File: src/design/aba_ram.sv
// Generic single-port-write, single-port-read RAM with registered read data.
// No dependencies.
`timescale 1ns / 1ps
`default_nettype none

module aba_ram #(
    parameter int WIDTH = 8,
    parameter int DEPTH = 16,
    parameter int AW    = (DEPTH > 1) ? $clog2(DEPTH) : 1
) (
    input  wire logic             i_clk,
    input  wire logic             i_we,
    input  wire logic [AW-1:0]    i_waddr,
    input  wire logic [WIDTH-1:0] i_wdata,
    input  wire logic [AW-1:0]    i_raddr,
    output logic      [WIDTH-1:0] o_rdata
);

    logic [WIDTH-1:0] r_mem [DEPTH];

    always_ff @(posedge i_clk) begin
        if (i_we) begin
            r_mem[i_waddr] <= i_wdata;
        end
        o_rdata <= r_mem[i_raddr];
    end

endmodule

`default_nettype wire

File: config.mk
export PLATFORM = sky130hd
export DESIGN_NAME = aba_ram
export DESIGN_NICKNAME = d
export VERILOG_FILES = /design/src/design/aba_ram.sv
export SDC_FILE = /design/constraint.sdc
export NUM_CORES = 1
export LEC_CHECK = 0
export BUFFER_PORTS_ARGS = -buffer_cell sky130_fd_sc_hd__buf_2
export CAP_MARGIN = 20
export CORE_UTILIZATION = 35
export DETAILED_ROUTE_END_ITERATION = 12
export PLACE_DENSITY = 0.6
export SETUP_SLACK_MARGIN = 0.1
export SYNTH_ARGS = -nofsm -noshare
export SYNTH_HDL_FRONTEND = slang
export SYNTH_SLANG_ARGS = --single-unit
File: constraint.sdc
create_clock -name i_clk -period 2.3 [get_ports i_clk]
set_clock_uncertainty 0.15 [all_clocks]
set_input_delay 0.23 -clock i_clk [delete_from_list [all_inputs] [get_ports i_clk]]
set_output_delay 0.23 -clock i_clk [all_outputs]
set_load 0.05 [all_outputs]
# --- Word level (Yosys, flattened, before mapping) ---
# Memory sizes are Yosys's and may differ from the RTL's. A register that Yosys moved wholly into a read port is not among the register bits.
# Cells that the tools add are included.
totals:
  ramBits: 128
  register_bits: 0
  memories: 1
  input_bits: 18
  output_inout_bits: 8
memory_table:
  columns: ["name", "words", "word_bits", "rd", "rd_ports_with_merged_regs", "wr", "line_no", "rtl"]
  rows:
  - ["r_mem", 16, 8, 1, 1, 1, "19", "logic [WIDTH-1:0] r_mem [DEPTH];"]
op_classes:
  muxes: 2
op_table:
  columns: ["operator", "count"]
  rows:
  - ["1-bit 2-to-1 mux", 2]

# --- Depth between registers and ports, before layout ---
logic_depth:
  ltp_word: 2
  mapped_depth: 5
  depth_no_buf: 3

# --- Worst setup path before layout ---
# OpenSTA, ideal clock, no wires.
synth_timing:
  path_type: "in2reg"
  start: "in i_waddr[2]"
  end: "mem r_mem[0][0] (enable)"
  path_slack_ns: 0.427
  arrival_time_ns: 1.340
  path_buffers: 0
  stages: 2
  required_time_ns: 1.767
  path_cell_list: "or3b_2 nor3_1"
synth_rtl:
  columns: ["element", "line_no", "rtl"]
  rows:
  - ["start: declaration", "13", "input wire logic [AW-1:0] i_waddr,"]
  - ["end: declaration", "19", null]
# No word-level cell before the write port.

==> results_dict.tcl <==
set metrics [dict create \
    drt-total-wl_um 9900 \
    rows 43 \
    post_cts_resized 0 \
    portBuffers 25 \
    drtIter0Drc 196 \
    detail_route.wl_per_cell_um 20.7 \
    start_util_pct 36.5 \
    critPathRequiredTime_ns 2.45 \
    syn_nets 247 \
    grt_pass1_vias 2525 \
    finalCritPeriodShare_pct 67.4 \
    netlist_area_um2 5150 \
    crit_chain "mux4_1 -> a22oi_1 -> nand2_1" \
    dp_slack_ns 0.427 \
    syn_to_final_growth_pct 18.6 \
    place_inst 445 \
    yosys_warnings 0 \
    synth-simple-area-share_pct 3.18 \
    antenna_found_initial 2 \
    critPathKind "flip-flop to flip-flop" \
    io_pins 26 \
    pwr_density_cell_nw_per_um2 895 \
    cp-end-kind "flip-flop" \
    vias 2409 \
    fin_area_um2 6100 \
    dp_hpwl_um 6560 \
    h-tree-depth 4 \
    die-area_um2 15200 \
    crit_fanout 1 \
    clockRootBuffer "clkbuf_16" \
    drc 0 \
    grtUsageTotal_pct 14.9 \
    grt_setup_unrepaired "no" \
    ys_ff_latch 136 \
    p_leak_nw 2.07 \
    synth_cell_types 19 \
    numCtsBuffers 17 \
    clk_pin_slew_worst_paths_ns 0.05 \
    maxSlewHeadroom_pct 56.2 \
    ys_seq_area_share_pct 77.8 \
    syn_avg_cell_area_um2 22.5 \
    status "completed" \
    viasPerCell 5.04 \
    synth-compound-area-share_pct 2.33 \
    fin_crit_ns 1.55 \
    holdWs_ns 0.0490 \
    tns_ns 0 \
    design.core.area_um2 14100 \
    vdd_drop_max_uv 526 \
    firstDrtPassIters 4 \
    place_area_um2 5580 \
    overflow 0 \
    grt_pass1_wl_um 15100 \
    cts_hold_buf 0 \
    hp-class "input port to flip-flop" \
    synth_fa_ha_area_share_pct 0 \
    synth_top_family_by_area "multiplexers" \
    fin_nets 302 \
    hold_viol 0 \
    drive_gt1_share_pct 30.3 \
    setup_slack_ns 0.750 \
    clkSinkCount 136 \
    post_cts_buffers 0 \
    yosys.area_share.xor_xnor_pct 0 \
    fp.dieH_um 123 \
    crit_family "multiplexers" \
    drv_cap 0 \
    crit_cells 3 \
    final_cells 478 \
    die_x_um 123 \
    cp_slowest_cell "mux4_1" \
    min_path_cells 1 \
    postRouteAntennaNets 0 \
    slowest_delay_ns 0.53 \
    postSynthCellCount 229 \
    cp.buffers_inverters 0 \
    clock_latency_ns 0.42 \
    cp-start-kind "flip-flop" \
    place_congestion 0.749 \
    r2r_cells 3 \
    setup_viol 0 \
    worst_ep_arrival_time_ns 1.70 \
    tightest_slew_ns 0.654 \
    cts.path.max_buffers 2 \
    muxShareOfSynthArea_pct 15.0 \
    fmaxAchievable_ghz 0.645 \
    cts_tree "done" \
    grt_max_degree 33 \
    drv_slew 0 \
]
## power breakdown
part | switching (mW) | internal (mW)
sequential | 0.0164 | 2.77
clock | 0.920 | 1.44
combinational | 0.197 | 0.111
## synthesized netlist by cell type
cell,n,area share [%]
nor3_1,4,0.39
and2b_1,1,0.15
mux4_1,14,7.1
nand3_1,1,0.097
nand3b_1,2,0.29
dfxtp_1,8,3.1
buf_4,1,0.15
mux4_2,18,7.9
and2_1,1,0.12
buf_2,3,0.29
nand2_1,9,0.66
clkdlybuf4s25_2,3,0.58
nor2_1,13,0.95
nor2b_1,1,0.12
edfxtp_1,128,75
or3b_2,1,0.17
nand2b_1,2,0.24
a22oi_1,16,2.3
buf_6,3,0.66
## path summary, 6_finish.rpt
kind                  to        start  slack, ns
max           o_rdata[2]  r_mem[0][2]       0.75
min          r_mem[1][7]   i_wdata[7]       0.05
max reg2reg   o_rdata[2]  r_mem[0][2]       0.75
min reg2reg   o_rdata[0]  r_mem[7][0]       0.52
## layer usage
layer  vias to the layer above  GRT usage [%]  wire (um)
li1                       1084              -          -
met1                      1262           20.3       4620
met2                        46           21.8       4720
met3                        17           4.15        362
met4                         0           7.68        195
met5                         -              0          0
## per-stage QoR
step	power [mW]	utilization (%)
after global placement	3.15	39.6
after global routing	5.63	43.3
after CTS	5.52	43.3
after detailed placement	3.15	39.6
after floorplan	3.03	-
final	5.46	43.3
## cells by family after synthesis
| logic type | Yosys count |
|---|---|
| muxes | 32 |
| and+or+nand+nor | 35 |
| DFF | 136 |
| buffers and inverters | 10 |
| AOI/OAI and AO/OA | 16 |
## cell type report
cell class	count	area, um2
fill	1241	7990
sequential	136	4000
multi-input combinational	83	1060
antenna	1	2.50
clock inverter	14	90.1
timing repair buffer	46	295
clock buffer	18	429
tap	180	225
## sequential cells by signal, summed over array words and instances (netlist names)
register and flops:
r_mem 128, o_rdata 8
## cells in the final DEF, fill, tap and decap left out
cell          n
edfxtp_1    128
buf_2        25
buf_4        20
mux4_2       18
clkbuf_16    17
a22oi_1      16
mux4_1       14
nor2_1       13
nand2_1       9
dfxtp_1       8
clkinv_1      6
clkinv_2      6
nor3_1        4
nand3b_1      2
nand2b_1      2
diode_2       1
nor2b_1       1
and2_1        1
and2b_1       1
nand3_1       1
or3b_2        1
bufinv_16     1
clkbuf_1      1
clkinvlp_4    1
buf_12        1
(Power assumes the default switching activity.)
