**config.mk**
```make
export PLATFORM = sky130hd
export DESIGN_NAME = aba_seq
export DESIGN_NICKNAME = d
export VERILOG_FILES = /design/src/design/aba_pkg.sv /design/src/design/aba_alu.sv /design/src/design/aba_seq.sv
export SDC_FILE = /design/constraint.sdc
export NUM_CORES = 1
export LEC_CHECK = 0
export BUFFER_PORTS_ARGS = -buffer_cell sky130_fd_sc_hd__buf_2
export CORE_ASPECT_RATIO = 1.1
export CORE_MARGIN = 5
export CORE_UTILIZATION = 25
export CTS_CLUSTER_DIAMETER = 80
export DETAILED_ROUTE_END_ITERATION = 6
export PLACE_DENSITY = 0.49
export SYNTH_ARGS = -nofsm -noshare
export SYNTH_HDL_FRONTEND = slang
export SYNTH_SLANG_ARGS = --single-unit
```
**constraint.sdc**
```tcl
create_clock -name i_clk -period 7.4 [get_ports i_clk]
set_clock_uncertainty 0.2 [all_clocks]
set_input_delay 1.48 -clock i_clk [delete_from_list [all_inputs] [get_ports i_clk]]
set_output_delay 1.48 -clock i_clk [all_outputs]
set_load 0.03 [all_outputs]
```
**src/design/aba_pkg.sv**
```systemverilog
// Shared types and constants for the arena bump allocator.
// No dependencies; aba_alu, aba_seq, the top level and the checker import it.
`timescale 1ns / 1ps
`default_nettype none

package aba_pkg;

    localparam int ADDR_W           = 64;
    localparam int LEN_W            = 32;
    localparam int SIZE_W           = 32;
    localparam int OFS_W            = 33;
    localparam int OP_W             = 2;
    localparam int STATUS_W         = 3;
    localparam int CFG_IDX_W        = 2;
    localparam int CFG_DATA_W       = 64;
    localparam int RECORD_SLOTS_DEF = 128;

    // Allocation granule is 8 bytes.
    localparam logic [OFS_W-1:0] ALIGN_MASK = OFS_W'(7);

    localparam logic [CFG_IDX_W-1:0] CFG_ARENA_BASE   = CFG_IDX_W'(0);
    localparam logic [CFG_IDX_W-1:0] CFG_ARENA_LENGTH = CFG_IDX_W'(1);

    typedef enum logic [OP_W-1:0] {
        OP_ALLOCATE = 2'd0,
        OP_RELEASE  = 2'd1,
        OP_CLEAR    = 2'd2
    } t_op;

    typedef enum logic [STATUS_W-1:0] {
        ST_OK        = 3'd0,
        ST_NO_ARENA  = 3'd1,
        ST_FULL      = 3'd2,
        ST_NO_RECORD = 3'd3,
        ST_NOT_LIVE  = 3'd4
    } t_status;

    typedef enum logic [2:0] {
        S_IDLE,
        S_EXEC,
        S_ALLOC_WR,
        S_SCAN,
        S_DONE
    } t_state;

    typedef struct packed {
        t_status             status;
        logic [ADDR_W-1:0]   addr;
    } t_res;

endpackage

`default_nettype wire

```
**src/design/aba_alu.sv**
```systemverilog
// Shared arithmetic unit: one 64-bit adder with a bound compare and an
// equality compare. Used for the fit check, the address sum and the record match.
`timescale 1ns / 1ps
`default_nettype none

module aba_alu (
    input  wire logic [aba_pkg::ADDR_W-1:0] i_a,
    input  wire logic [aba_pkg::ADDR_W-1:0] i_b,
    input  wire logic [aba_pkg::ADDR_W-1:0] i_c,
    output logic      [aba_pkg::ADDR_W:0]   o_sum,
    output logic                            o_sum_le_c,
    output logic                            o_a_eq_c
);
    import aba_pkg::*;

    assign o_sum      = {1'b0, i_a} + {1'b0, i_b};
    assign o_sum_le_c = (o_sum <= {1'b0, i_c});
    assign o_a_eq_c   = (i_a == i_c);

endmodule

`default_nettype wire

```
**src/design/aba_seq.sv**
```systemverilog
// Request sequencer: bump pointer, record count and the release scan.
// Depends on aba_pkg, aba_alu; drives the record RAM held by the top level.
`timescale 1ns / 1ps
`default_nettype none

module aba_seq #(
    parameter int RECORD_SLOTS = aba_pkg::RECORD_SLOTS_DEF,
    parameter int IDX_W        = (RECORD_SLOTS > 1) ? $clog2(RECORD_SLOTS) : 1,
    parameter int CNT_W        = $clog2(RECORD_SLOTS + 1)
) (
    input  wire logic                            i_clk,
    input  wire logic                            i_rst_n,
    input  wire logic                            i_start,
    input  wire logic [aba_pkg::OP_W-1:0]        i_op,
    input  wire logic [aba_pkg::SIZE_W-1:0]      i_size,
    input  wire logic [aba_pkg::ADDR_W-1:0]      i_addr,
    input  wire logic [aba_pkg::ADDR_W-1:0]      i_base,
    input  wire logic [aba_pkg::LEN_W-1:0]       i_length,
    output logic                                 o_busy,
    output logic                                 o_done,
    output aba_pkg::t_res                        o_res,
    input  wire logic                            i_take,
    output logic                                 o_ram_we,
    output logic      [IDX_W-1:0]                o_ram_waddr,
    output logic      [aba_pkg::ADDR_W:0]        o_ram_wdata,
    output logic      [IDX_W-1:0]                o_ram_raddr,
    input  wire logic [aba_pkg::ADDR_W:0]        i_ram_rdata
);
    import aba_pkg::*;

    t_state             r_state, n_state;
    logic [OP_W-1:0]    r_op,    n_op;
    logic [SIZE_W-1:0]  r_size,  n_size;
    logic [ADDR_W-1:0]  r_addr,  n_addr;
    logic [OFS_W-1:0]   r_fill,  n_fill;
    logic [CNT_W-1:0]   r_used,  n_used;
    logic [IDX_W-1:0]   r_idx,   n_idx;
    t_res               r_res,   n_res;

    logic [OFS_W-1:0]   want;
    logic [CNT_W-1:0]   idx_nx;
    logic [ADDR_W-1:0]  alu_a, alu_b, alu_c;
    logic [ADDR_W:0]    alu_sum;
    logic               alu_le, alu_eq;

    aba_alu u_alu (
        .i_a        (alu_a),
        .i_b        (alu_b),
        .i_c        (alu_c),
        .o_sum      (alu_sum),
        .o_sum_le_c (alu_le),
        .o_a_eq_c   (alu_eq)
    );

    assign want   = ({1'b0, r_size} + ALIGN_MASK) & ~ALIGN_MASK;
    assign idx_nx = CNT_W'(r_idx) + CNT_W'(1);

    always_ff @(posedge i_clk) begin
        if (!i_rst_n) begin
            r_state <= S_IDLE;
            r_fill  <= '0;
            r_used  <= '0;
        end else begin
            r_state <= n_state;
            r_fill  <= n_fill;
            r_used  <= n_used;
        end
        r_op   <= n_op;
        r_size <= n_size;
        r_addr <= n_addr;
        r_idx  <= n_idx;
        r_res  <= n_res;
    end

    always_comb begin
        n_state     = r_state;
        n_op        = r_op;
        n_size      = r_size;
        n_addr      = r_addr;
        n_fill      = r_fill;
        n_used      = r_used;
        n_idx       = r_idx;
        n_res       = r_res;
        o_ram_we    = 1'b0;
        o_ram_waddr = r_used[IDX_W-1:0];
        o_ram_wdata = '0;
        o_ram_raddr = '0;
        alu_a       = '0;
        alu_b       = '0;
        alu_c       = '0;

        case (r_state)
            S_IDLE: begin
                if (i_start) begin
                    n_op    = i_op;
                    n_size  = i_size;
                    n_addr  = i_addr;
                    n_state = S_EXEC;
                end
            end
            S_EXEC: begin
                n_res   = '{status: ST_OK, addr: '0};
                n_state = S_DONE;
                case (t_op'(r_op))
                    OP_ALLOCATE: begin
                        alu_a = ADDR_W'(r_fill);
                        alu_b = ADDR_W'(want);
                        alu_c = ADDR_W'(i_length);
                        if (i_length == '0) begin
                            n_res.status = ST_NO_ARENA;
                        end else if (!alu_le) begin
                            n_res.status = ST_FULL;
                        end else if (r_used >= CNT_W'(RECORD_SLOTS)) begin
                            n_res.status = ST_NO_RECORD;
                        end else begin
                            n_state = S_ALLOC_WR;
                        end
                    end
                    OP_RELEASE: begin
                        // read of slot 0 is issued here
                        n_idx = '0;
                        if (r_used == '0) begin
                            n_res.status = ST_NOT_LIVE;
                        end else begin
                            n_state = S_SCAN;
                        end
                    end
                    OP_CLEAR: begin
                        n_fill = '0;
                        n_used = '0;
                    end
                    default: begin
                    end
                endcase
            end
            S_ALLOC_WR: begin
                alu_a       = i_base;
                alu_b       = ADDR_W'(r_fill);
                o_ram_we    = 1'b1;
                o_ram_wdata = {1'b1, alu_sum[ADDR_W-1:0]};
                n_res.addr  = alu_sum[ADDR_W-1:0];
                n_used      = r_used + CNT_W'(1);
                n_fill      = r_fill + want;
                n_state     = S_DONE;
            end
            S_SCAN: begin
                alu_a = i_ram_rdata[ADDR_W-1:0];
                alu_c = r_addr;
                if (i_ram_rdata[ADDR_W] && alu_eq) begin
                    // kill the first live match
                    o_ram_we     = 1'b1;
                    o_ram_waddr  = r_idx;
                    o_ram_wdata  = {1'b0, i_ram_rdata[ADDR_W-1:0]};
                    n_res.status = ST_OK;
                    n_state      = S_DONE;
                end else if (idx_nx == r_used) begin
                    n_res.status = ST_NOT_LIVE;
                    n_state      = S_DONE;
                end else begin
                    o_ram_raddr = idx_nx[IDX_W-1:0];
                    n_idx       = idx_nx[IDX_W-1:0];
                end
            end
            S_DONE: begin
                if (i_take) begin
                    n_state = S_IDLE;
                end
            end
            default: begin
                n_state = S_IDLE;
            end
        endcase
    end

    assign o_busy = (r_state != S_IDLE);
    assign o_done = (r_state == S_DONE);
    assign o_res  = r_res;

endmodule

`default_nettype wire

```
==> After elaboration in Yosys (flattened, before gate mapping) <==
Index checks and enable logic that the tools add are counted.
Widths: inputs -> output; s select.
{ "op_classes": {"add_sub_neg": 5, "order_cmp": 2, "n_eq_ne": 15, "mux": 41, "reduce_logical": 13} }
{ "ops": {"columns": ["op", "n"], "rows": [
  ["$pmux 64 s2", 2],
  ["$pmux 64 s3", 1],
  ["$pmux 33 s2", 2],
  ["$pmux 65 s2", 1],
  ["$mux 33", 3],
  ["$add 64x33->65", 1],
  ["$le 65x64->1", 1],
  ["$eq 64x64->1", 1],
  ["$mux 64", 1],
  ["$mux 7", 8],
  ["$add 32x3->33 const B", 1],
  ["$add 33x33->33", 1],
  ["$logic_not 32->1", 1],
  ["$mux 32", 1],
  ["$mux 3", 10],
  ["$pmux 3 s2", 3],
  ["$pmux 8 s2", 1],
  ["$pmux 3 s5", 1],
  ["$pmux 7 s2", 1],
  ["$add 7x1->8 const B", 1],
  ["$add 8x1->8 const B", 1],
  ["$eq 8x8->1", 1],
  ["$ge 8x8->1 const B", 1],
  ["$logic_not 8->1", 1],
  ["other kinds (20)", 30]
]} }
{ "totals": {"ff_bits": 216, "out_inout_bits": 149} }

==> Depth between registers and ports, before layout <==
Gate-level depths: netlist of run 1.
{ "depth": {"depth_word": 9, "depth_mapped": 34, "mapped_depth_nobuf": 31} }

==> Modules after synthesis <==
Synthesis of run 1 repeated with hierarchy kept, for this count alone.
{ "hier_totals": {"cells_unflattened": 2006, "area_unflattened_um2": 18353.9} }
{ "modules_own_cells": {"columns": ["mod", "n_inst", "cells_per_inst", "area_each_um2", "seq_area_each_um2"], "rows": [
  ["aba_seq", 1, 1092, 11977.7, 5985.7],
  ["aba_alu", 1, 914, 6376.1, 0.0]
]} }

==> Least setup slack after synthesis of run 1 <==
OpenSTA, ideal clock, no wires.
{ "synth_path": {"kind": "reg2out", "startpoint": "register r_state[0]", "endpoint": "output o_ram_wdata[60] (netlist bit)", "arrival_time_ns": 5.742, "required_time_ns": 5.720, "slack_ns": -0.022, "path_stages_with_launch": 24, "path_cell_list": "dfxtp_1 > buf_4 > buf_2 > buf_2 > buf_2 > clkbuf_1 > buf_2 > nand2b_1 > clkbuf_1 > inv_2 > clkbuf_1 > a22o_1 > ha_1 > a21o_1 > a21o_1 > a21oi_1 > o21a_1 > o211ai_1 > a41o_1 > a211oi_1 > clkbuf_1 > nor3_1 > xnor2_1 > o21ai_0"} }
{ "synth_between": {"elab_chain_cells": 6, "elab_cells_between_ends": 11, "cone_classes": "add/sub (1); eq/ne (4); mux (5); reduce/logical (1)"} }
{ "synth_lines": {"columns": ["element", "line_no", "rtl"], "rows": [
  ["from (decl)", "aba_seq.sv:31", "t_state r_state, n_state;"],
  ["from (signal assigned)", "aba_seq.sv:64", "r_state <= n_state;"],
  ["parallel branches: the longest is 5 deep, another holds $add 64x33->65", null, null],
  ["$pmux 65 s2 (*)", "aba_seq.sv:92", "case (r_state)"],
  ["to (decl)", "aba_seq.sv:25", "output logic [aba_pkg::ADDR_W:0] o_ram_wdata,"]
]} }
Every way passes the cells marked *.

==> Worst setup path after layout of run 1 <==
{ "layout_path": {"startpoint": "input i_ram_rdata[14] (netlist bit)", "endpoint": "output o_ram_wdata[41] (netlist bit)"} }
{ "layout_between": {"elab_chain_cells": 5, "elab_cells_between_ends": 6, "cone_classes": "add/sub (1); eq/ne (1); mux (3); reduce/logical (1)"} }
{ "layout_lines": {"columns": ["element", "line_no", "rtl"], "rows": [
  ["from (decl)", "aba_seq.sv:27", "input wire logic [aba_pkg::ADDR_W:0] i_ram_rdata"],
  ["$pmux 64 s3 (*)", "aba_seq.sv:92", null],
  ["parallel branches: the longest is 3 deep, another holds $add 64x33->65", null, null],
  ["$pmux 65 s2 (*)", "aba_seq.sv:92", null]
]} }
Marks and branches as above.

==> flow_summary_export.csv, run 1 <==
group,metric,value,unit
timing,worst_hold_slack,293,ps
setup_path,arrival_time_reported_for_the_critical_path_endpoint,5510,ps
global_routing,wire_length_of_the_first_global_routing_pass,115,mm
floorplanning,ioPinCount,412,
place,routabilityCongestion,0.933,
yosys,synthArstFlopShare,0,%
timing,layout_worst_path_cycle_share,97.2,%
cts,clock_insertion_delay_at_the_later_pin_of_the_skew_report,600,ps
global_routing,groute.usage.overall,20.6,%
yosys,ys_seq_area_share,35.0,%
timing,setup-violations-final,0,
yosys,synthesis.yosys.warnings,0,
global_routing,number_of_global_route_vias_before_repair,17100,
yosys,yosys_register_bits,213,
yosys,synth_cells,1911,
place,place.detailed.hpwl,66.2,mm
timing,timing_hold_violations_final,0,
detailed_routing,ant_nets,0,
floorplanning,coreArea,67800,um2
floorplanning,dieArea,73800,um2
place,preCtsSetupSlack,-405,ps
global_routing,grt_max_degree,62,
detailed_routing,routed_wl,80.6,mm
cts,htree_levels,1,
setup_path,worst_setup_sp_type,"primary input",
setup_path,path_common_cell,"sky130_fd_sc_hd__buf_4",
timing,max_clock_freq,139,MHz
cts,number_of_buffers_inserted_during_clock_tree_synthesis,29,
setup_path,slowest_delay,630,ps
setup_path,setup.worst_path.end_class,"output port",
floorplanning,die_w,260,um
setup_path,critical_path_peak_fanout,6,
yosys,synth-edff-count,172,
setup_path,critPathSlowestCell,"sky130_fd_sc_hd__mux2i_1",
layout,syn2layout_area_growth,28.3,%
place,place.port_buffers,411,
setup_path,reg2reg_depth,34,
setup_path,cp_cell_sequence,"buf_2, mux2i_1, o22ai_1, ha_1, and3_1, nand2_1, o32ai_1, o31ai_1, buf_4, a211oi_2, buf_4, o21bai_2, buf_4, or3_1, a21oi_1, buf_4, a21o_1, buf_2",
yosys,unique_masters_post_synth,85,
cts,clock_tree.root_cell,"sky130_fd_sc_hd__clkbuf_16",
setup_path,timing_worst_setup_path_type,"in2out",
timing,report.final.slew_viol_count,0,
yosys,synth.top_cell.area_share,30.2,%
cts,clock_sink_count,213,
min_path,holdCritPathClass,"reg2reg",
setup_path,timing.critical_path.required,5720,ps
detailed_routing,num_vias,16800,
detailed_routing,first_pass_iters,5,
yosys,netlist.top_cell.by_area,"sky130_fd_sc_hd__edfxtp_1",
power,vdd_ir_drop_max,0.000160,V
timing,final.setup.worst_slack,208,ps
layout,fraction_of_final_layout_cells_sized_beyond_drive_strength_1,25.6,%
layout,finalNetCount,2757,
yosys,synth.cell_area,17100,um2
detailed_routing,detail_route.iter0.violations,1151,
detailed_routing,routed_wire_length_per_instance,24.4,um
job,timing.max_cap.violations,0,
timing,tightestPinTransition,1210,ps
floorplanning,effective_utilization_at_floorplan,25.2,%
yosys,post-synth-top-count-cell,"sky130_fd_sc_hd__nor2_1",
floorplanning,row_count,100,
status,outcome,"finished, final reports clean",
min_path,whs_path_depth,2,
yosys,synth.top_cells.by_area,"sky130_fd_sc_hd__edfxtp_1 30%, sky130_fd_sc_hd__ha_1 9.4%, sky130_fd_sc_hd__dfxtp_1 4.8%, sky130_fd_sc_hd__xnor2_1 4.4%, sky130_fd_sc_hd__a21o_1 4.1%",
detailed_routing,routed_via_density,5.08,
cts,cts_tree,"yes",
detailed_routing,drc_errors,0,
yosys,netlist_top_cells_count,"186 x sky130_fd_sc_hd__nor2_1, 179 x sky130_fd_sc_hd__nand2_1, 172 x sky130_fd_sc_hd__edfxtp_1",
place,numPlacedInstances,3238,
layout,finish.cell_count_without_fillers,3305,
global_routing,grt.overflow.total,0,
timing,period_needed,7190,ps
global_routing,initial_antenna_violation_count,7,
cts,clk_pin_slew_worst_paths,60,ps
yosys,synth_flop_cell,"sky130_fd_sc_hd__edfxtp_1",
cts,clock_path_buffers,3,
timing,worst_slew_margin_rel,18.3,%
power,power.leakage,9.80,nW
yosys,syn_area_per_cell,8.96,um2
power,power.density,177,nW/um2
floorplanning,die_y,284,um
-- worst max-delay path: cells and delay by family --
family / cells / cell delay, ps
compound gates: 7 / 1360
fa+ha+maj: 1 / 410
buf+inv: 6 / 1000
mux: 1 / 630
simple gates: 3 / 620
-- worst paths after layout --
kind / end / from / slack (ps)
hold reg to reg: r_fill[25]$_SDFFE_PN0P_ / r_fill[25]$_SDFFE_PN0P_ / 290
setup / recovery: o_ram_wdata[41] / i_ram_rdata[14] / 210
setup reg to reg: r_state[2]$_SDFFE_PN0P_ / r_size[9]$_DFFE_PP_ / 560
hold / removal: r_fill[25]$_SDFFE_PN0P_ / r_fill[25]$_SDFFE_PN0P_ / 290
-- logic make-up after synthesis --
kind of cell | after synthesis | synth area share [%]
fa+ha+maj | 131 | 9.66
simple gates | 644 | 18.3
xor+xnor | 154 | 7.88
buf+inv | 169 | 4.03
flops | 213 | 35.0
mux | 68 | 4.06
compound gates | 530 | 21.1
other cells | 2 | 0.0439
-- metal layers --
metal	routed length [um]	track usage (%)	share of wire, %
met1	33300	26.4	41
met2	39800	36.4	49
met3	4830	2.79	6.0
met4	2620	6.01	3.2
met5	58	0	0.072
-- final cells by class --
type,instances,area [um2]
multi-input combinational,1531,10600
sequential,213,5990
inverter,85,319
clock inverter,19,213
fill,7257,45900
timing repair buffer,503,2850
antenna,1,2.50
clock buffer,35,811
tap,918,1150
-- stage by stage --
step | instance area, um2 | total power [W] | TNS [ps] | util [%]
floorplan | 17100 | 0.00199 | 0 | -
global placement | 20700 | 0.00239 | -753 | 30.5
detailed placement | 20700 | 0.00239 | -1410 | 30.5
CTS | 21800 | 0.00395 | 0 | 32.2
global route | 22000 | 0.00408 | -11.3 | 32.4
finish | 22000 | 0.00390 | 0 | 32.4
-- layout by cell type (no fill, tap or decap), drive strengths merged, types with 6 or more instances in the layout --
master,instances
edfxtp,172
and3,15
o2bb2ai,14
o21a,16
a211oi,10
and2,42
o21bai,7
clkinv,10
or2,6
a22oi,55
o41ai,7
a221oi,9
ha,129
or3,14
clkbuf,35
a32oi,12
dfxtp,41
mux2,12
nand2,179
o21ai,94
a22o,25
mux2i,56
xor2,68
nor2,186
a21oi,97
xnor2,86
nor3,36
buf,503
nor2b,14
nand2b,19
a21o,94
nand3,43
nor4,23
o22ai,28
inv,88
a31oi,13
nand4,35
-- registers in the layout, indices dropped and copies added (netlist names) --
signal and flops:
o_res 67, r_addr 64, r_fill 30, r_idx 7, r_op 2, r_size 32, r_state 3, r_used 8
-- power by group --
part	switching (W)	internal [W]
Sequential	0.0000692	0.00141
Combinational	0.000576	0.000316
Clock	0.000601	0.000919
-- repair_timing --
item,CTS,global route
buffers inserted,4,8
resized for setup,16,17
pin swaps,2,4
setup endpoints to repair,26,36
gates cloned,0,0
hold buffers,0,0
Power figures use the tool's default switching activity.
==> run 2, diff against run 1 <==
--- a/config.mk
+++ b/config.mk
@@ -12,6 +12,7 @@
 export CTS_CLUSTER_DIAMETER = 80
 export DETAILED_ROUTE_END_ITERATION = 6
 export PLACE_DENSITY = 0.49
+export SETUP_SLACK_MARGIN = 0.3
 export SYNTH_ARGS = -nofsm -noshare
 export SYNTH_HDL_FRONTEND = slang
 export SYNTH_SLANG_ARGS = --single-unit
==> flow_summary_export.csv, run 2 (synthesis gave the netlist of run 1 again) <==
group,metric,value,unit
status,outcome,"finished, violations left",
status,violations,"design-rule violations",
timing,tightestPinTransition,1160,ps
setup_path,slowest_delay,510,ps
layout,multi_input_area,10900,um2
detailed_routing,detail_route.iter0.violations,1289,
power,power.share.switching,32.8,%
detailed_routing,routed_via_density,5.15,
detailed_routing,drc_errors,1,
timing,period_needed,6860,ps
global_routing,initial_antenna_violation_count,13,
setup_path,timing.critical_path.required,5720,ps
setup_path,critical_path_peak_fanout,5,
timing,worst_slew_margin_rel,21.6,%
global_routing,number_of_global_route_vias_before_repair,17300,
detailed_routing,post_route_m1_wl,33.7,mm
setup_path,crit-reg2reg-launch,"r_size[1]$_DFFE_PP_",
detailed_routing,ant_nets,0,
cts,clock_tree.root_cell,"sky130_fd_sc_hd__clkbuf_16",
global_routing,groute.usage.overall,20.6,%
detailed_routing,route.met2.wl,39.9,mm
job,timing.max_cap.violations,0,
timing,timing_hold_violations_final,0,
cts,holdBufCountCts,0,
layout,layout.cells.most_common,"sky130_fd_sc_hd__buf_2",
floorplanning,ioPinCount,412,
floorplanning,row_count,100,
setup_path,levels_on_crit_path,22,
setup_path,arrival_time_reported_for_the_critical_path_endpoint,5180,ps
timing,report.final.slew_viol_count,0,
detailed_routing,highest-signal-layer,"met5",
setup_path,timing.critical_path.from,"r_size[1]$_DFFE_PP_",
min_path,whs_path_depth,2,
layout,most-common-layout-cells,"404 x sky130_fd_sc_hd__buf_2, 184 x sky130_fd_sc_hd__nor2_1, 177 x sky130_fd_sc_hd__nand2_1, 172 x sky130_fd_sc_hd__edfxtp_1, 124 x sky130_fd_sc_hd__ha_1",
timing,grt_setup_unrepaired,"true",
global_routing,wire_length_of_the_first_global_routing_pass,115,mm
floorplanning,effective_utilization_at_floorplan,25.2,%
cts,cts_tree,"yes",
layout,syn2layout_area_growth,30.7,%
timing,setup-violations-final,0,
setup_path,setup.worst_path.end_class,"output port",
timing,setup_total_negative_slack,0,ps
cts,clock_insertion_delay_at_the_later_pin_of_the_skew_report,600,ps
setup_path,critPathTopFamily,"simple AND/OR/NAND/NOR gates",
layout,finish.cell_count_without_fillers,3326,
detailed_routing,first_pass_iters,7,
detailed_routing,num_vias,17100,
power,proportion_of_power_drawn_by_combinational_gates,23.7,%
layout,largest_register_ffs,67,
power,power.density,170,nW/um2
min_path,holdCritPathClass,"reg2reg",
layout,regArea,5990,um2
cts,clock_path_buffers,3,
timing,layout_worst_path_cycle_share,92.7,%
place,numPlacedInstances,3246,
floorplanning,coreArea,67800,um2
setup_path,worst_setup_sp_type,"register",
floorplanning,dieArea,73800,um2
power,seqPwrFrac,39.1,%
setup_path,cp.buffers_inverters,4,
setup_path,reg2reg_depth,34,
place,place.detailed.hpwl,65.6,mm
power,share_clk_of_total_power,37.2,%
cts,htree_levels,1,
cts,number_of_buffers_inserted_during_clock_tree_synthesis,29,
place,preCtsSetupSlack,-156,ps
place,place.port_buffers,411,
setup_path,timing_worst_setup_path_type,"reg2out",
place,place_area,20800,um2
power,power.leakage,9.88,nW
timing,max_clock_freq,146,MHz
power,vdd_ir_drop_max,0.000176,V
layout,fillers,7223,
detailed_routing,routed_wire_length_per_instance,24.4,um
global_routing,grt.overflow.total,0,
detailed_routing,dr_wl_met3,4.84,mm
setup_path,cp_cell_sequence,"nor3_1, buf_4, nor4b_4, buf_4, and4_4, and3_4, and3_4, nand3_4, xnor2_4, nand2_1, o21ai_1, ha_1, a21o_1, a21o_1, a21o_1, buf_4, a41o_1, o21a_1, or4b_4, a31oi_4, a21o_1, buf_6",
place,routabilityCongestion,0.934,
setup_path,path_common_cell,"sky130_fd_sc_hd__a21o_1",
layout,finalInstanceArea,22400,um2
layout,finalNetCount,2772,
layout,fraction_of_final_layout_cells_sized_beyond_drive_strength_1,27.8,%
min_path,hold_path_startpoint,"r_fill[25]$_SDFFE_PN0P_",
floorplanning,die_y,284,um
power,p_int,0.00255,W
setup_path,critPathSlowestCell,"sky130_fd_sc_hd__or4b_4",
power,p_switching,0.00125,W
global_routing,grt_max_degree,74,
cts,clk_pin_slew_worst_paths,60,ps
timing,worst_hold_slack,295,ps
floorplanning,die_w,260,um
cts,clock_sink_count,213,
detailed_routing,routed_wl,81.2,mm
timing,final.setup.worst_slack,537,ps
[run 2: changes by cell type in the layout (fill, tap and decap cells not counted), sizes merged]
cell / before / now
clkinvlp: 2 / 5
clkinv: 10 / 7
clkbuf: 35 / 40
buf: 503 / 516
inv: 88 / 87
diode: 1 / 7
bufinv: 4 / 2
[run 2: final timing paths]
path	endpoint	slack [ps]
max reg2reg	r_state[2]$_SDFFE_PN0P_	710
min	r_fill[25]$_SDFFE_PN0P_	290
min reg2reg	r_fill[25]$_SDFFE_PN0P_	290
max	o_ram_wdata[31]	540
[run 2: layout make-up]
class,instances,share of cell area (%)
multi-input combinational,1531,48.9
sequential,213,26.8
timing repair buffer,518,13.4
tap,918,5.13
clock buffer,38,3.48
inverter,85,1.43
clock inverter,16,0.749
antenna,7,0.0783
[run 2: worst reg2reg max path: cells and delay by family, from the launching register on]
family	cells	cell delay, ps
AND/OR/NAND/NOR	13	2130
buffers and inverters	6	900
AO/OA/AOI/OAI	11	1980
flip-flops	1	330
XOR/XNOR	2	350
adder cells (fa/ha/maj)	2	640
[run 2: through the flow]
stage          power (W)  util (%)
6_report         0.00380      33.0
5_1_grt          0.00397      33.0
4_1_cts          0.00384      32.3
3_5_place_dp     0.00239      30.6
3_3_place_gp     0.00238      30.6
2_1_floorplan    0.00199         -
[run 2: power groups by stage]
stage | logic, W | registers, W | clock network, W
CTS | 0.000894 | 0.00148 | 0.00146
floorplan | 0.000435 | 0.00155 | 0
detailed placement | 0.000881 | 0.00151 | 0
global placement | 0.000877 | 0.00151 | 0
finish | 0.000902 | 0.00149 | 0.00141
global route | 0.000971 | 0.00149 | 0.00151
[run 2: metal layers]
metal / vias up / GRT usage [%]
met4: 10 / 6.08
met3: 120 / 3.31
met1: 8329 / 25.8
li1: 8038 / -
met5: - / 0
met2: 642 / 36.4
[run 2: what timing repair did]
item	CTS	global route
setup endpoints to repair	40	46
resized for setup	21	87
pin swaps	3	21
setup buffers	10	9
==> run 3, diff against run 2 <==
--- a/config.mk
+++ b/config.mk
@@ -15,4 +15,5 @@
 export SETUP_SLACK_MARGIN = 0.3
 export SYNTH_ARGS = -nofsm -noshare
 export SYNTH_HDL_FRONTEND = slang
+export SYNTH_HIERARCHICAL = 1
 export SYNTH_SLANG_ARGS = --single-unit
==> flow_summary_export.csv, run 3 <==
group,metric,value,unit
status,outcome,"finished, violations left",
status,violations,"design-rule violations",
yosys,syn_area_per_cell,9.15,um2
power,p_total,0.00384,W
floorplanning,ioPinCount,412,
setup_path,critPathSlowestCell,"sky130_fd_sc_hd__edfxtp_1",
setup_path,reg2reg_depth,40,
setup_path,slowest_delay,360,ps
power,vdd_ir_drop_max,0.000175,V
layout,finalNetCount,3182,
cts,clk_pin_slew_worst_paths,60,ps
detailed_routing,routed_wire_length_per_instance,22.7,um
floorplanning,coreArea,73000,um2
setup_path,path_common_cell,"sky130_fd_sc_hd__buf_4",
job,timing.max_cap.violations,0,
setup_path,critPathTopFamily,"simple AND/OR/NAND/NOR gates",
setup_path,setup.worst_path.end_class,"register",
global_routing,grt.overflow.total,0,
floorplanning,effective_utilization_at_floorplan,25.1,%
global_routing,number_of_global_route_vias_before_repair,19200,
yosys,synthesis.yosys.warnings,6,
power,power.leakage,12.8,nW
layout,finalCoreUtilization,36.8,%
layout,finish.cell_count_without_fillers,3738,
floorplanning,die_w,268,um
cts,clock_sink_count,213,
layout,layout.cells.most_common,"sky130_fd_sc_hd__buf_2",
timing,tightestPinTransition,1110,ps
setup_path,levels_on_crit_path,40,
floorplanning,die_y,294,um
timing,timing_hold_violations_final,0,
timing,period_needed,7330,ps
timing,worst_slew_margin_rel,26.1,%
setup_path,cp.buffers_inverters,4,
setup_path,timing_worst_setup_path_type,"reg2reg",
place,place.detailed.hpwl,69.8,mm
timing,grt_setup_unrepaired,"true",
detailed_routing,ant_nets,0,
floorplanning,dieArea,78900,um2
place,numPlacedInstances,3643,
setup_path,worst_setup_sp_type,"register",
setup_path,critical_path_peak_fanout,3,
detailed_routing,num_vias,18800,
setup_path,timing.critical_path.required,7670,ps
cts,number_of_buffers_inserted_during_clock_tree_synthesis,31,
detailed_routing,drc_errors,2,
layout,fraction_of_final_layout_cells_sized_beyond_drive_strength_1,39.3,%
yosys,synth.cell_area,18300,um2
place,place.port_buffers,411,
layout,syn2layout_area_growth,46.3,%
detailed_routing,routed_wl,84.7,mm
min_path,holdCritPathClass,"reg2reg",
cts,clock_tree.root_cell,"sky130_fd_sc_hd__clkbuf_16",
cts,htree_levels,1,
detailed_routing,detail_route.iter0.violations,1207,
global_routing,grt_max_degree,63,
cts,cts_tree,"yes",
layout,most-common-layout-cells,"387 x sky130_fd_sc_hd__buf_2, 330 x sky130_fd_sc_hd__buf_4, 172 x sky130_fd_sc_hd__edfxtp_1, 148 x sky130_fd_sc_hd__ha_1, 127 x sky130_fd_sc_hd__inv_1",
cts,clock_path_buffers,3,
timing,setup-violations-final,0,
timing,report.final.slew_viol_count,0,
cts,clock_insertion_delay_at_the_later_pin_of_the_skew_report,610,ps
yosys,synth_cells,2005,
timing,layout_worst_path_cycle_share,99.0,%
global_routing,wire_length_of_the_first_global_routing_pass,121,mm
global_routing,groute.usage.overall,20.2,%
cts,holdBufCountCts,0,
floorplanning,row_count,104,
min_path,whs_path_depth,1,
place,routabilityCongestion,0.906,
layout,largest_register_ffs,67,
timing,max_clock_freq,136,MHz
setup_path,arrival_time_reported_for_the_critical_path_endpoint,7600,ps
power,power.density,143,nW/um2
detailed_routing,routed_via_density,5.02,
global_routing,initial_antenna_violation_count,6,
detailed_routing,first_pass_iters,7,
[run 3: report_power, final]
group | switching (W) | internal (W) | total, W
registers | 0.0000316 | 0.00139 | 0.00142
logic | 0.000477 | 0.000335 | 0.000813
clock network | 0.000631 | 0.000979 | 0.00161
[run 3: cell type report]
type,instances,area (um2)
Antenna cell,5,12.5
Clock buffer,31,776
Clock inverter,25,315
Fill cell,7485,46200
Inverter,129,487
Multi-Input combinational cell,1596,12800
Sequential cell,213,5990
Tap cell,954,1190
Timing Repair Buffer,785,5260
[run 3: routing by layer]
metal / wire [um] / GRT usage, % / vias up
li1: - / - / 9036
met1: 35000 / 25.4 / 9077
met2: 42600 / 36.4 / 558
met3: 4640 / 2.52 / 104
met4: 2510 / 5.48 / 4
met5: 27 / 0 / -
[run 3: per-stage QoR]
step / hold slack [ps] / worst slack [ps] / TNS [ps] / cell area (um2)
2_1_floorplan: 255 / 337 / 0 / 18500
3_3_place_gp: 293 / -979 / -2110 / 24100
3_5_place_dp: 304 / -920 / -1810 / 24100
4_1_cts: 312 / 0.736 / 0 / 26000
5_1_grt: 329 / -348 / -739 / 26800
6_report: 314 / 70.7 / 0 / 26800
[run 3: final timing paths]
path | start | end | slack [ps]
setup / recovery | r_size[5]$_DFFE_PP_ | r_state[2]$_SDFFE_PN0P_ | 70
hold / removal | r_fill[28]$_SDFFE_PN0P_ | r_fill[28]$_SDFFE_PN0P_ | 310
setup reg to reg | r_size[5]$_DFFE_PP_ | r_state[2]$_SDFFE_PN0P_ | 70
hold reg to reg | r_fill[28]$_SDFFE_PN0P_ | r_fill[28]$_SDFFE_PN0P_ | 310
[run 3: what timing repair did]
item / in CTS / in global routing
gates resized for setup: 146 / 170
endpoints found under the hold margin: 0 / 0
pin swaps: 82 / 67
buffers inserted: 23 / 11
endpoints found under the setup margin: 32 / 35
